==> src/rtl/bez_pkg.sv <==
// Shared types and constants for the cubic Bezier flattener.
`timescale 1ns / 1ps
`default_nettype none

package bez_pkg;

    localparam int CURVE_POINTS_DEF = 51;

    localparam int COORD_W  = 12;
    localparam int COLOUR_W = 16;
    localparam int WEIGHT_W = 16;                   // Q1.15, reaches 32768
    localparam int PROD_W   = WEIGHT_W + COORD_W;   // one weight times one coordinate
    localparam int SUM_W    = PROD_W + 2;           // four products
    localparam int FRAC_W   = 15;
    localparam int NUM_PTS  = 8;                    // x0,y0,x1,y1,x2,y2,x3,y3

    localparam logic [COORD_W-1:0] COORD_MAX = '1;
    localparam logic [SUM_W-1:0]   ROUND_HALF = SUM_W'(1) << (FRAC_W - 1);

    typedef logic [COORD_W-1:0]  coord_t;
    typedef logic [COLOUR_W-1:0] colour_t;
    typedef logic [WEIGHT_W-1:0] weight_t;
    typedef coord_t  [NUM_PTS-1:0] ctrl_pts_t;
    typedef weight_t [3:0]         weight_set_t;
    typedef logic [PROD_W-1:0]   prod_t;
    typedef logic [SUM_W-1:0]    sum_t;

    // control that travels with each point through the pipe
    typedef struct packed {
        logic    valid;
        logic    first;
        logic    last;
        colour_t colour;
    } tag_t;

endpackage

`default_nettype wire

==> src/rtl/bez_curve_if.sv <==
// Input channel: one curve (four control points and a colour) per word.
`timescale 1ns / 1ps
`default_nettype none

interface bez_curve_if;
    import bez_pkg::*;

    logic    valid;
    logic    ready;
    coord_t  start_x;
    coord_t  start_y;
    coord_t  pull_one_x;
    coord_t  pull_one_y;
    coord_t  pull_two_x;
    coord_t  pull_two_y;
    coord_t  finish_x;
    coord_t  finish_y;
    colour_t colour_in;

    modport source (
        output valid, start_x, start_y, pull_one_x, pull_one_y,
               pull_two_x, pull_two_y, finish_x, finish_y, colour_in,
        input  ready
    );

    modport sink (
        input  valid, start_x, start_y, pull_one_x, pull_one_y,
               pull_two_x, pull_two_y, finish_x, finish_y, colour_in,
        output ready
    );

endinterface

`default_nettype wire

==> src/rtl/bez_seg_if.sv <==
// Output channel: one line segment per word.
`timescale 1ns / 1ps
`default_nettype none

interface bez_seg_if;
    import bez_pkg::*;

    logic    valid;
    logic    ready;
    coord_t  from_x;
    coord_t  from_y;
    coord_t  to_x;
    coord_t  to_y;
    colour_t colour_out;
    logic    last_segment;

    modport source (
        output valid, from_x, from_y, to_x, to_y, colour_out, last_segment,
        input  ready
    );

    modport sink (
        input  valid, from_x, from_y, to_x, to_y, colour_out, last_segment,
        output ready
    );

endinterface

`default_nettype wire

==> src/rtl/bez_seq.sv <==
// Step sequencer: holds one curve, walks t = k/N and looks up Bernstein weights.
`timescale 1ns / 1ps
`default_nettype none

module bez_seq
    import bez_pkg::*;
#(
    parameter int CURVE_POINTS = CURVE_POINTS_DEF
)
(
    input  wire         clk,
    input  wire         rst_n,
    bez_curve_if.sink   curve,
    input  wire         adv,
    output logic        busy,
    output logic [$clog2(CURVE_POINTS)-1:0] step,
    output ctrl_pts_t   pts,
    output weight_set_t weights,
    output tag_t        tag
);

    localparam int KW = $clog2(CURVE_POINTS);
    localparam logic [KW-1:0] LAST_K = KW'(CURVE_POINTS - 1);
    localparam longint unsigned N  = longint'(CURVE_POINTS - 1);
    localparam longint unsigned N3 = N * N * N;

    // weight table, worked out at elaboration
    weight_set_t w_tab [CURVE_POINTS];

    for (genvar k = 0; k < CURVE_POINTS; k++) begin : g_wtab
        localparam longint unsigned KK = longint'(k);
        localparam longint unsigned A  = N - KK;
        localparam longint unsigned W0 = (A * A * A * 32768 + N3 / 2) / N3;
        localparam longint unsigned W1 = (3 * A * A * KK * 32768 + N3 / 2) / N3;
        localparam longint unsigned W2 = (3 * A * KK * KK * 32768 + N3 / 2) / N3;
        localparam longint unsigned W3 = (KK * KK * KK * 32768 + N3 / 2) / N3;
        assign w_tab[k][0] = WEIGHT_W'(W0);
        assign w_tab[k][1] = WEIGHT_W'(W1);
        assign w_tab[k][2] = WEIGHT_W'(W2);
        assign w_tab[k][3] = WEIGHT_W'(W3);
    end

    logic      busy_reg;
    logic [KW-1:0] k_reg;
    ctrl_pts_t held_pts_reg;
    colour_t   held_colour_reg;
    ctrl_pts_t pts_reg;
    weight_set_t w_reg;
    tag_t      tag_reg;

    logic accept;
    logic issue;
    logic at_last;

    assign at_last     = (k_reg == LAST_K);
    assign issue       = busy_reg && adv;
    // the next curve may load on the edge that issues the final step
    assign curve.ready = !busy_reg || (adv && at_last);
    assign accept      = curve.valid && curve.ready;

    always_ff @(posedge clk or negedge rst_n)
    begin
        if (!rst_n)
        begin
            busy_reg <= 1'b0;
            k_reg    <= '0;
            tag_reg  <= '0;
        end
        else
        begin
            if (adv)
            begin
                tag_reg.valid  <= busy_reg;
                tag_reg.first  <= (k_reg == '0);
                tag_reg.last   <= at_last;
                tag_reg.colour <= held_colour_reg;
            end
            if (accept)
            begin
                busy_reg <= 1'b1;
                k_reg    <= '0;
            end
            else if (issue)
            begin
                if (at_last)
                begin
                    busy_reg <= 1'b0;
                    k_reg    <= '0;
                end
                else
                begin
                    k_reg <= k_reg + 1'b1;
                end
            end
        end
    end

    always_ff @(posedge clk)
    begin
        if (accept)
        begin
            held_pts_reg[0] <= curve.start_x;
            held_pts_reg[1] <= curve.start_y;
            held_pts_reg[2] <= curve.pull_one_x;
            held_pts_reg[3] <= curve.pull_one_y;
            held_pts_reg[4] <= curve.pull_two_x;
            held_pts_reg[5] <= curve.pull_two_y;
            held_pts_reg[6] <= curve.finish_x;
            held_pts_reg[7] <= curve.finish_y;
            held_colour_reg <= curve.colour_in;
        end
        if (issue)
        begin
            pts_reg <= held_pts_reg;
            w_reg   <= w_tab[k_reg];
        end
    end

    assign busy    = busy_reg;
    assign step    = k_reg;
    assign pts     = pts_reg;
    assign weights = w_reg;
    assign tag     = tag_reg;

endmodule

`default_nettype wire

==> src/rtl/bez_mac.sv <==
// Weighted sum: eight products in one stage, two four-term sums in the next.
`timescale 1ns / 1ps
`default_nettype none

module bez_mac
    import bez_pkg::*;
(
    input  wire         clk,
    input  wire         rst_n,
    input  wire         adv,
    input  ctrl_pts_t   pts,
    input  weight_set_t weights,
    input  tag_t        tag_in,
    output sum_t        sum_x,
    output sum_t        sum_y,
    output tag_t        tag_out
);

    prod_t prod_reg [NUM_PTS];
    tag_t  tag_b_reg;
    sum_t  sum_x_reg;
    sum_t  sum_y_reg;
    tag_t  tag_c_reg;

    always_ff @(posedge clk or negedge rst_n)
    begin
        if (!rst_n)
        begin
            tag_b_reg <= '0;
            tag_c_reg <= '0;
        end
        else if (adv)
        begin
            tag_b_reg <= tag_in;
            tag_c_reg <= tag_b_reg;
        end
    end

    // products for point i: x uses pts[2i], y uses pts[2i+1]
    always_ff @(posedge clk)
    begin
        if (adv)
        begin
            for (int i = 0; i < NUM_PTS; i++)
            begin
                prod_reg[i] <= PROD_W'(weights[i / 2]) * PROD_W'(pts[i]);
            end
            sum_x_reg <= SUM_W'(prod_reg[0]) + SUM_W'(prod_reg[2])
                       + SUM_W'(prod_reg[4]) + SUM_W'(prod_reg[6]);
            sum_y_reg <= SUM_W'(prod_reg[1]) + SUM_W'(prod_reg[3])
                       + SUM_W'(prod_reg[5]) + SUM_W'(prod_reg[7]);
        end
    end

    assign sum_x   = sum_x_reg;
    assign sum_y   = sum_y_reg;
    assign tag_out = tag_c_reg;

endmodule

`default_nettype wire

==> src/rtl/bez_round.sv <==
// Round to Q8.4, saturate, join consecutive points into segments, output register.
`timescale 1ns / 1ps
`default_nettype none

module bez_round
    import bez_pkg::*;
(
    input  wire        clk,
    input  wire        rst_n,
    input  sum_t       sum_x,
    input  sum_t       sum_y,
    input  tag_t       tag_in,
    output logic       adv,
    bez_seg_if.source  seg
);

    localparam int RND_W = SUM_W + 1 - FRAC_W;

    logic    valid_reg;
    coord_t  from_x_reg;
    coord_t  from_y_reg;
    coord_t  to_x_reg;
    coord_t  to_y_reg;
    colour_t colour_reg;
    logic    last_reg;

    logic [SUM_W:0]   rx_full;
    logic [SUM_W:0]   ry_full;
    logic [RND_W-1:0] rx;
    logic [RND_W-1:0] ry;
    coord_t           to_x_next;
    coord_t           to_y_next;

    assign adv = !valid_reg || seg.ready;

    always_comb
    begin
        rx_full   = {1'b0, sum_x} + {1'b0, ROUND_HALF};
        ry_full   = {1'b0, sum_y} + {1'b0, ROUND_HALF};
        rx        = rx_full[SUM_W:FRAC_W];
        ry        = ry_full[SUM_W:FRAC_W];
        // rounded weights can sum past one
        to_x_next = (rx > RND_W'(COORD_MAX)) ? COORD_MAX : rx[COORD_W-1:0];
        to_y_next = (ry > RND_W'(COORD_MAX)) ? COORD_MAX : ry[COORD_W-1:0];
    end

    always_ff @(posedge clk or negedge rst_n)
    begin
        if (!rst_n)
        begin
            valid_reg <= 1'b0;
        end
        else if (adv)
        begin
            valid_reg <= tag_in.valid;
        end
    end

    // to_*_reg keeps the previous point across bubbles
    always_ff @(posedge clk)
    begin
        if (adv && tag_in.valid)
        begin
            from_x_reg <= tag_in.first ? to_x_next : to_x_reg;
            from_y_reg <= tag_in.first ? to_y_next : to_y_reg;
            to_x_reg   <= to_x_next;
            to_y_reg   <= to_y_next;
            colour_reg <= tag_in.colour;
            last_reg   <= tag_in.last;
        end
    end

    assign seg.valid        = valid_reg;
    assign seg.from_x       = from_x_reg;
    assign seg.from_y       = from_y_reg;
    assign seg.to_x         = to_x_reg;
    assign seg.to_y         = to_y_reg;
    assign seg.colour_out   = colour_reg;
    assign seg.last_segment = last_reg;

endmodule

`default_nettype wire

==> src/rtl/cubic_bezier_flattener.sv <==
// Top level of the cubic Bezier flattener.
`timescale 1ns / 1ps
`default_nettype none

// Takes one cubic Bezier curve per input word (four Q8.4 control points and an
// RGB565 colour) and emits CURVE_POINTS line segments (51 by default), one per point of
// t = k/(CURVE_POINTS-1), each from the previous curve point to the current one;
// the first segment has zero length at the start point, the last carries
// last_segment. Points use Q1.15 Bernstein weights, round half up and saturate
// at 4095. The step sequencer issues one point per cycle unless output back-pressure
// holds it, and the next curve is taken on the cycle its predecessor issues its
// final point. A point passes the weight lookup, product, sum and rounding output
// registers in that order before it leaves as a segment. Output back-pressure
// stalls the whole pipe.
module cubic_bezier_flattener
    import bez_pkg::*;
#(
    parameter int CURVE_POINTS = CURVE_POINTS_DEF
)
(
    input  wire        clk,
    input  wire        rst_n,
    bez_curve_if.sink  curve,
    bez_seg_if.source  seg
);

    localparam int KW = $clog2(CURVE_POINTS);

    logic          adv;
    logic          busy;
    logic [KW-1:0] step;
    ctrl_pts_t     pts;
    weight_set_t   weights;
    tag_t          tag_a;
    tag_t          tag_c;
    sum_t          sum_x;
    sum_t          sum_y;

    bez_seq #(
        .CURVE_POINTS (CURVE_POINTS)
    ) u_seq (
        .clk     (clk),
        .rst_n   (rst_n),
        .curve   (curve),
        .adv     (adv),
        .busy    (busy),
        .step    (step),
        .pts     (pts),
        .weights (weights),
        .tag     (tag_a)
    );

    bez_mac u_mac (
        .clk     (clk),
        .rst_n   (rst_n),
        .adv     (adv),
        .pts     (pts),
        .weights (weights),
        .tag_in  (tag_a),
        .sum_x   (sum_x),
        .sum_y   (sum_y),
        .tag_out (tag_c)
    );

    bez_round u_round (
        .clk    (clk),
        .rst_n  (rst_n),
        .sum_x  (sum_x),
        .sum_y  (sum_y),
        .tag_in (tag_c),
        .adv    (adv),
        .seg    (seg)
    );

    // a freshly taken curve closes the input in the following cycle
    a_hold_after_accept: assert property (@(posedge clk) disable iff (!rst_n)
        curve.valid && curve.ready |=> !curve.ready)
        else $error("input reopened right after taking a curve");

    a_idle_step_zero: assert property (@(posedge clk) disable iff (!rst_n)
        !busy |-> (step == '0) && curve.ready)
        else $error("idle sequencer with nonzero step or closed input");

    a_step_range: assert property (@(posedge clk) disable iff (!rst_n)
        step <= KW'(CURVE_POINTS - 1))
        else $error("step index past the last curve point");

endmodule

`default_nettype wire
==> src/flat_wrapper.sv <==
// flat-port wrapper written by rule: the top's interface ports become plain ports
module cubic_bezier_flattener_flat import bez_pkg::*;
#(
    parameter int CURVE_POINTS = CURVE_POINTS_DEF
)
  (clk, rst_n, curve_valid, curve_start_x, curve_start_y, curve_pull_one_x, curve_pull_one_y, curve_pull_two_x, curve_pull_two_y, curve_finish_x, curve_finish_y, curve_colour_in, curve_ready, seg_valid, seg_from_x, seg_from_y, seg_to_x, seg_to_y, seg_colour_out, seg_last_segment, seg_ready);
  bez_curve_if curve_i ();
  bez_seg_if seg_i ();
  input  wire clk;
  input  wire rst_n;
  input wire logic [$bits(curve_i.valid)-1:0] curve_valid;
  input wire logic [$bits(curve_i.start_x)-1:0] curve_start_x;
  input wire logic [$bits(curve_i.start_y)-1:0] curve_start_y;
  input wire logic [$bits(curve_i.pull_one_x)-1:0] curve_pull_one_x;
  input wire logic [$bits(curve_i.pull_one_y)-1:0] curve_pull_one_y;
  input wire logic [$bits(curve_i.pull_two_x)-1:0] curve_pull_two_x;
  input wire logic [$bits(curve_i.pull_two_y)-1:0] curve_pull_two_y;
  input wire logic [$bits(curve_i.finish_x)-1:0] curve_finish_x;
  input wire logic [$bits(curve_i.finish_y)-1:0] curve_finish_y;
  input wire logic [$bits(curve_i.colour_in)-1:0] curve_colour_in;
  output wire logic [$bits(curve_i.ready)-1:0] curve_ready;
  output wire logic [$bits(seg_i.valid)-1:0] seg_valid;
  output wire logic [$bits(seg_i.from_x)-1:0] seg_from_x;
  output wire logic [$bits(seg_i.from_y)-1:0] seg_from_y;
  output wire logic [$bits(seg_i.to_x)-1:0] seg_to_x;
  output wire logic [$bits(seg_i.to_y)-1:0] seg_to_y;
  output wire logic [$bits(seg_i.colour_out)-1:0] seg_colour_out;
  output wire logic [$bits(seg_i.last_segment)-1:0] seg_last_segment;
  input wire logic [$bits(seg_i.ready)-1:0] seg_ready;
  assign curve_i.valid = curve_valid;
  assign curve_i.start_x = curve_start_x;
  assign curve_i.start_y = curve_start_y;
  assign curve_i.pull_one_x = curve_pull_one_x;
  assign curve_i.pull_one_y = curve_pull_one_y;
  assign curve_i.pull_two_x = curve_pull_two_x;
  assign curve_i.pull_two_y = curve_pull_two_y;
  assign curve_i.finish_x = curve_finish_x;
  assign curve_i.finish_y = curve_finish_y;
  assign curve_i.colour_in = curve_colour_in;
  assign curve_ready = curve_i.ready;
  assign seg_valid = seg_i.valid;
  assign seg_from_x = seg_i.from_x;
  assign seg_from_y = seg_i.from_y;
  assign seg_to_x = seg_i.to_x;
  assign seg_to_y = seg_i.to_y;
  assign seg_colour_out = seg_i.colour_out;
  assign seg_last_segment = seg_i.last_segment;
  assign seg_i.ready = seg_ready;
  cubic_bezier_flattener #(.CURVE_POINTS(CURVE_POINTS)) u_core (.clk(clk), .rst_n(rst_n), .curve(curve_i), .seg(seg_i));
endmodule
==> config.mk <==
export PLATFORM = sky130hd
export DESIGN_NAME = cubic_bezier_flattener_flat
export DESIGN_NICKNAME = d
export VERILOG_FILES = /design/src/rtl/bez_pkg.sv /design/src/rtl/bez_curve_if.sv /design/src/rtl/bez_seg_if.sv /design/src/rtl/bez_seq.sv /design/src/rtl/bez_mac.sv /design/src/rtl/bez_round.sv /design/src/rtl/cubic_bezier_flattener.sv /design/src/flat_wrapper.sv
export SDC_FILE = /design/constraint.sdc
export NUM_CORES = 2
export LEC_CHECK = 0
export BUFFER_PORTS_ARGS = -buffer_cell sky130_fd_sc_hd__buf_4
export CORE_MARGIN = 2
export CORE_UTILIZATION = 50
export CTS_CLUSTER_SIZE = 25
export DETAILED_ROUTE_END_ITERATION = 6
export PLACE_DENSITY_LB_ADDON = 0.05
export SYNTH_ARGS = -nofsm -noshare
export SYNTH_HDL_FRONTEND = slang
export SYNTH_SLANG_ARGS = --single-unit
==> constraint.sdc <==
create_clock -name clk -period 7.7 [get_ports clk]
set_input_delay 0.385 -clock clk [delete_from_list [all_inputs] [get_ports clk]]
set_output_delay 0.385 -clock clk [all_outputs]
set_load 0.05 [all_outputs]
Word-level counts from Yosys, hierarchy flattened
Memory sizes are Yosys's and may differ from the RTL's. A register that Yosys moved wholly into a read port is not among the register bits.
Index checks and enable logic that the tools add are counted.
{ "word_totals": {"register_bits": 398, "ramBits": 224, "mem_bits_ro": 4096, "out_inout_bits": 67, "wordCells": 87, "memories": 2} }
{ "memory_table": {"columns": ["memory", "depth", "width", "rd", "rd_ports_with_merged_regs", "wr", "line", "source"], "rows": [
  ["(name not given)", 64, 64, 1, 1, 0, "bez_seq.sv:115", "w_reg <= w_tab[k_reg];"],
  ["u_core.u_mac.prod_reg", 8, 28, 8, 0, 8, "bez_mac.sv:19", "prod_t prod_reg [NUM_PTS];"]
]} }
{ "op_classes": {"n_addsub": 9, "n_mul": 8, "n_lt_le_gt_ge": 2, "eq_ne": 1, "n_mux": 12, "bitwise_logic": 1, "n_reduce_logical": 12} }
{ "op_table": {"columns": ["cell", "count"], "rows": [
  ["$mul 16x12->28", 8],
  ["$add 30x15->31 const B", 2],
  ["$add 29x28->30", 2],
  ["$add 30x28->30", 2],
  ["$add 28x28->29", 2],
  ["$mux 12", 4],
  ["$gt 16x12->1 const B", 2],
  ["$mux 6", 3],
  ["$not 6->7", 1],
  ["$add 6x1->6 const B", 1],
  ["$eq 6x6->1 const B", 1],
  ["$logic_not 6->1", 1],
  ["$mux 1", 5],
  ["$logic_and 1x1->1", 4],
  ["$reduce_bool 2->1", 2],
  ["$logic_not 1->1", 2],
  ["$logic_or 1x1->1", 2],
  ["$reduce_and 2->1", 1]
]} }

Logic depth before layout (Yosys ltp)
{ "logic_depth": {"ltp_word": 7, "mapped_depth": 22, "ltp_nobuf": 21} }

Hierarchy
Synthesis repeated with hierarchy kept, for this count alone.
{ "hier_totals": {"cells_unflattened": 7892, "area_unflattened_um2": 79635.1} }
{ "modules_own_cells": {"columns": ["module", "instances", "cells_each", "area_per_inst_um2", "seq_area_each_um2"], "rows": [
  ["bez_mac", 1, 6742, 63972.6, 9479.1],
  ["bez_seq", 1, 919, 12578.3, 8698.3],
  ["bez_round", 1, 231, 3084.2, 1976.9]
]} }

Worst setup path before layout
Ideal clock, no wire load.
{ "synth_path": {"path_type": "flip-flop to flip-flop", "start": "register u_core.u_round.valid_reg (netlist: u_core.u_round.seg.valid)", "end": "memory u_core.u_mac.prod_reg[0][0] in the netlist's numbering (enable)", "setup_ps": 722, "arrival_ps": 8099, "required_time_ps": 6978, "slack_ps": -1120, "path_stages_with_launch": 5, "period_less_slack_ps": 8820, "cell_sequence": "dfrtp_1 > nor2b_1 > clkbuf_1 > inv_1 > clkbuf_1"} }
{ "synth_lines": {"columns": ["item", "line", "source"], "rows": [
  ["start, declared", "bez_round.sv:19", "logic valid_reg;"],
  ["start signal, assigned", "bez_round.sv:55", "valid_reg <= tag_in.valid;"],
  ["end, declared", "bez_mac.sv:19", null]
]} }

==> metrics.cfg <==
[status]
outcome=complete, no violations

[routing]
post-route-drc-count=0
first_pass_iters=5
finalWirelength_um=211000
ant_nets=0
dr_total_vias=52900
viasPerCell=5.48
drtIter0Drc=3743
wl_per_cell_um=21.9

[worst_setup_path]
reg2reg_to=u_core.u_mac.prod_reg[1][75]
reg2reg_from=u_core.u_seq.weights[55]
cp_max_fo=18
reg2reg_slack_ns=1.19
critical_path_class=flop to flop
reg2reg_depth=19
startpoint_type=flop
path_cells=buf_4 -> nand2_1 -> fa_1 -> fa_1 -> fa_1 -> inv_1 -> fa_1 -> inv_1 -> fa_1 -> inv_1 -> ha_1 -> a2111oi_0 -> o21ai_1 -> a41oi_2 -> nor2_1 -> o21a_1 -> o31a_1 -> o41ai_1 -> xnor2_1
cpPeakStageDelay_ns=0.94
required_ns=8.13
arrival_ns=6.95
slowest_stage=edfxtp_1
crit_start=u_core.u_seq.weights[55]
worstSetupEndpoint=u_core.u_mac.prod_reg[1][75]
crit_top_cell=fa_1
cp-end-kind=flop

[layout]
layoutNonFillerInstCount=9651
nets=9547
area_growth_pct=9.56
final_common_cell=inv_1
fin_area_um2=81700
largest_register_ffs=224
layout-drive-gt1-share_pct=5.75
final_cell_mix=inv_1, nand2_1, fa_1, ha_1, edfxtp_1

[global_route]
overflow=0
grt_max_degree=97
grt_pass1_wl_um=331000
first_global_vias=55700
antenna_found_initial=10
gr-usage-all-layers_pct=28.6

[placement]
place_area_um2=77800
place_inst=9389
globalplace.congestion=0.948
io_buffers=182
hpwl_um=165000

[floorplan]
die-area_um2=152000
die_w_um=390
num_io_pins=183
initial_core_util_pct=50.4
placementRows=141
chipHeight_um=390
core_um2=148000

[synthesis]
synth_top_cell_area_share_pct=31.0
synth_cell_types=86
avgSynthCellArea_um2=9.91
synth_area_um2=74600
ys_ff_latch=654
ys.flop_type=edfxtp_1
synth-edff-count=589
synthArstFlopShare_pct=9.94
yosysTopAreaCell=fa_1
synth_fp_nets=9415
syn_inst=7524
seq_area_frac_synth_pct=25.9
synth.area.top_cells=fa_1, edfxtp_1, ha_1, inv_1, nand2_1
ys_warn_count=0

[timing]
worstMarginPinSlew_ns=1.24
finalHoldViolCount=0
max_slew_margin_pct=16.4
setup_tns_ns=0
timing.fmax_mhz=154
fin_crit_sh_pct=84.6
setup_viol=0
rsz0062_at_grt=no
period_minus_slack_ns=6.51
finClkSkew_ns=0.0319
drv_slew=0

[clock_network]
cts-root-buf=clkbuf_16
postCtsSetupBuffers=0
cts_hold_buf=114
cts_max_level=3
clkTransAtPathRegs_ns=0.06
clock-sinks=654
cts_max_path_buffers=3
cts_tree=built
numCtsBuffers=81
cts_resized=0
clock_latency_ns=0.71

[run]
max_cap_viol_count=0

[min_path]
hold_path_class=input pin to asynchronous set/reset pin

[routing by layer]
layer | GRT usage [%] | share of wire (%)
met4 | 8.09 | 3.0
met5 | 0 | 0.022
met2 | 47.2 | 47
met1 | 39.5 | 44
met3 | 3.95 | 5.6
[worst min path at each step]
stage,from,endpoint,slack (ns)
floorplan,rst_n,u_core.u_mac.tag_b_reg[0],0.09
global placement,u_core.u_seq.held_pts_reg[94],u_core.u_seq.pts[94],0.40
detailed placement,u_core.u_seq.held_pts_reg[23],u_core.u_seq.pts[23],0.40
CTS,rst_n,u_core.u_seq.step[2],0.33
global route,curve_finish_x[10],u_core.u_seq.held_pts_reg[82],0.36
finish,rst_n,u_core.u_seq.busy,0.35
[kinds of logic after synthesis]
| group | count (synthesis) | share of synthesized area (%) |
|---|---|---|
| mux | 9 | 0.133 |
| flops | 654 | 25.9 |
| fa+ha+maj | 1775 | 41.4 |
| compound gates | 808 | 6.98 |
| buf+inv | 1715 | 8.64 |
| xor+xnor | 209 | 2.46 |
| simple gates | 2354 | 14.5 |
[stage by stage]
| step | setup WS, ns | utilization, % | hold slack [ns] |
|---|---|---|---|
| final | 1.19 | 55.2 | 0.352 |
| after global routing | 0.787 | 55.2 | 0.356 |
| after CTS | 1.20 | 55.2 | 0.327 |
| after detailed placement | 1.22 | 52.6 | 0.405 |
| after global placement | 1.23 | 52.6 | 0.400 |
| after floorplan | 1.55 | - | 0.0894 |
[cells in the mapped netlist, drive strengths merged, types with 9 or more instances]
cell     number
a2111oi      11
a211oi       27
a21boi        9
a21o         94
a21oi       233
a22oi         9
a31oi        57
and2        525
and3         25
buf          22
clkbuf      308
dfrtp        65
edfxtp      589
fa         1154
ha          621
inv        1385
nand2      1291
nand2b       27
nand3        67
nand4        21
nor2        238
nor2b        33
nor3         65
o211ai       14
o21a         30
o21ai       173
o21bai       21
o221ai       13
o22ai        12
o311ai       15
o31ai        20
or2          14
or3          19
xnor2       145
xor2         64
[layout make-up]
type | count | area [um2]
Fill cell | 13300 | 66200
Clock buffer | 92 | 2100
Multi-Input combinational cell | 5155 | 48800
Sequential cell | 654 | 19300
Antenna cell | 2 | 5.00
Clock inverter | 54 | 674
Inverter | 1385 | 5210
Timing Repair Buffer | 379 | 3130
Tap cell | 1930 | 2410
[critical path, delay by kind of cell (launching register included)]
| kind | cells | cell delay, ns |
|---|---|---|
| adder cells (fa/ha/maj) | 6 | 2.87 |
| AO/OA/AOI/OAI | 6 | 1.72 |
| flip-flops | 1 | 0.94 |
| buffers and inverters | 4 | 0.43 |
| AND/OR/NAND/NOR | 2 | 0.15 |
| XOR/XNOR | 1 | 0.15 |
Power is left out: the tool's default activity adds up to more than one toggle a clock period on the data nets, which glitch-free logic cannot reach.
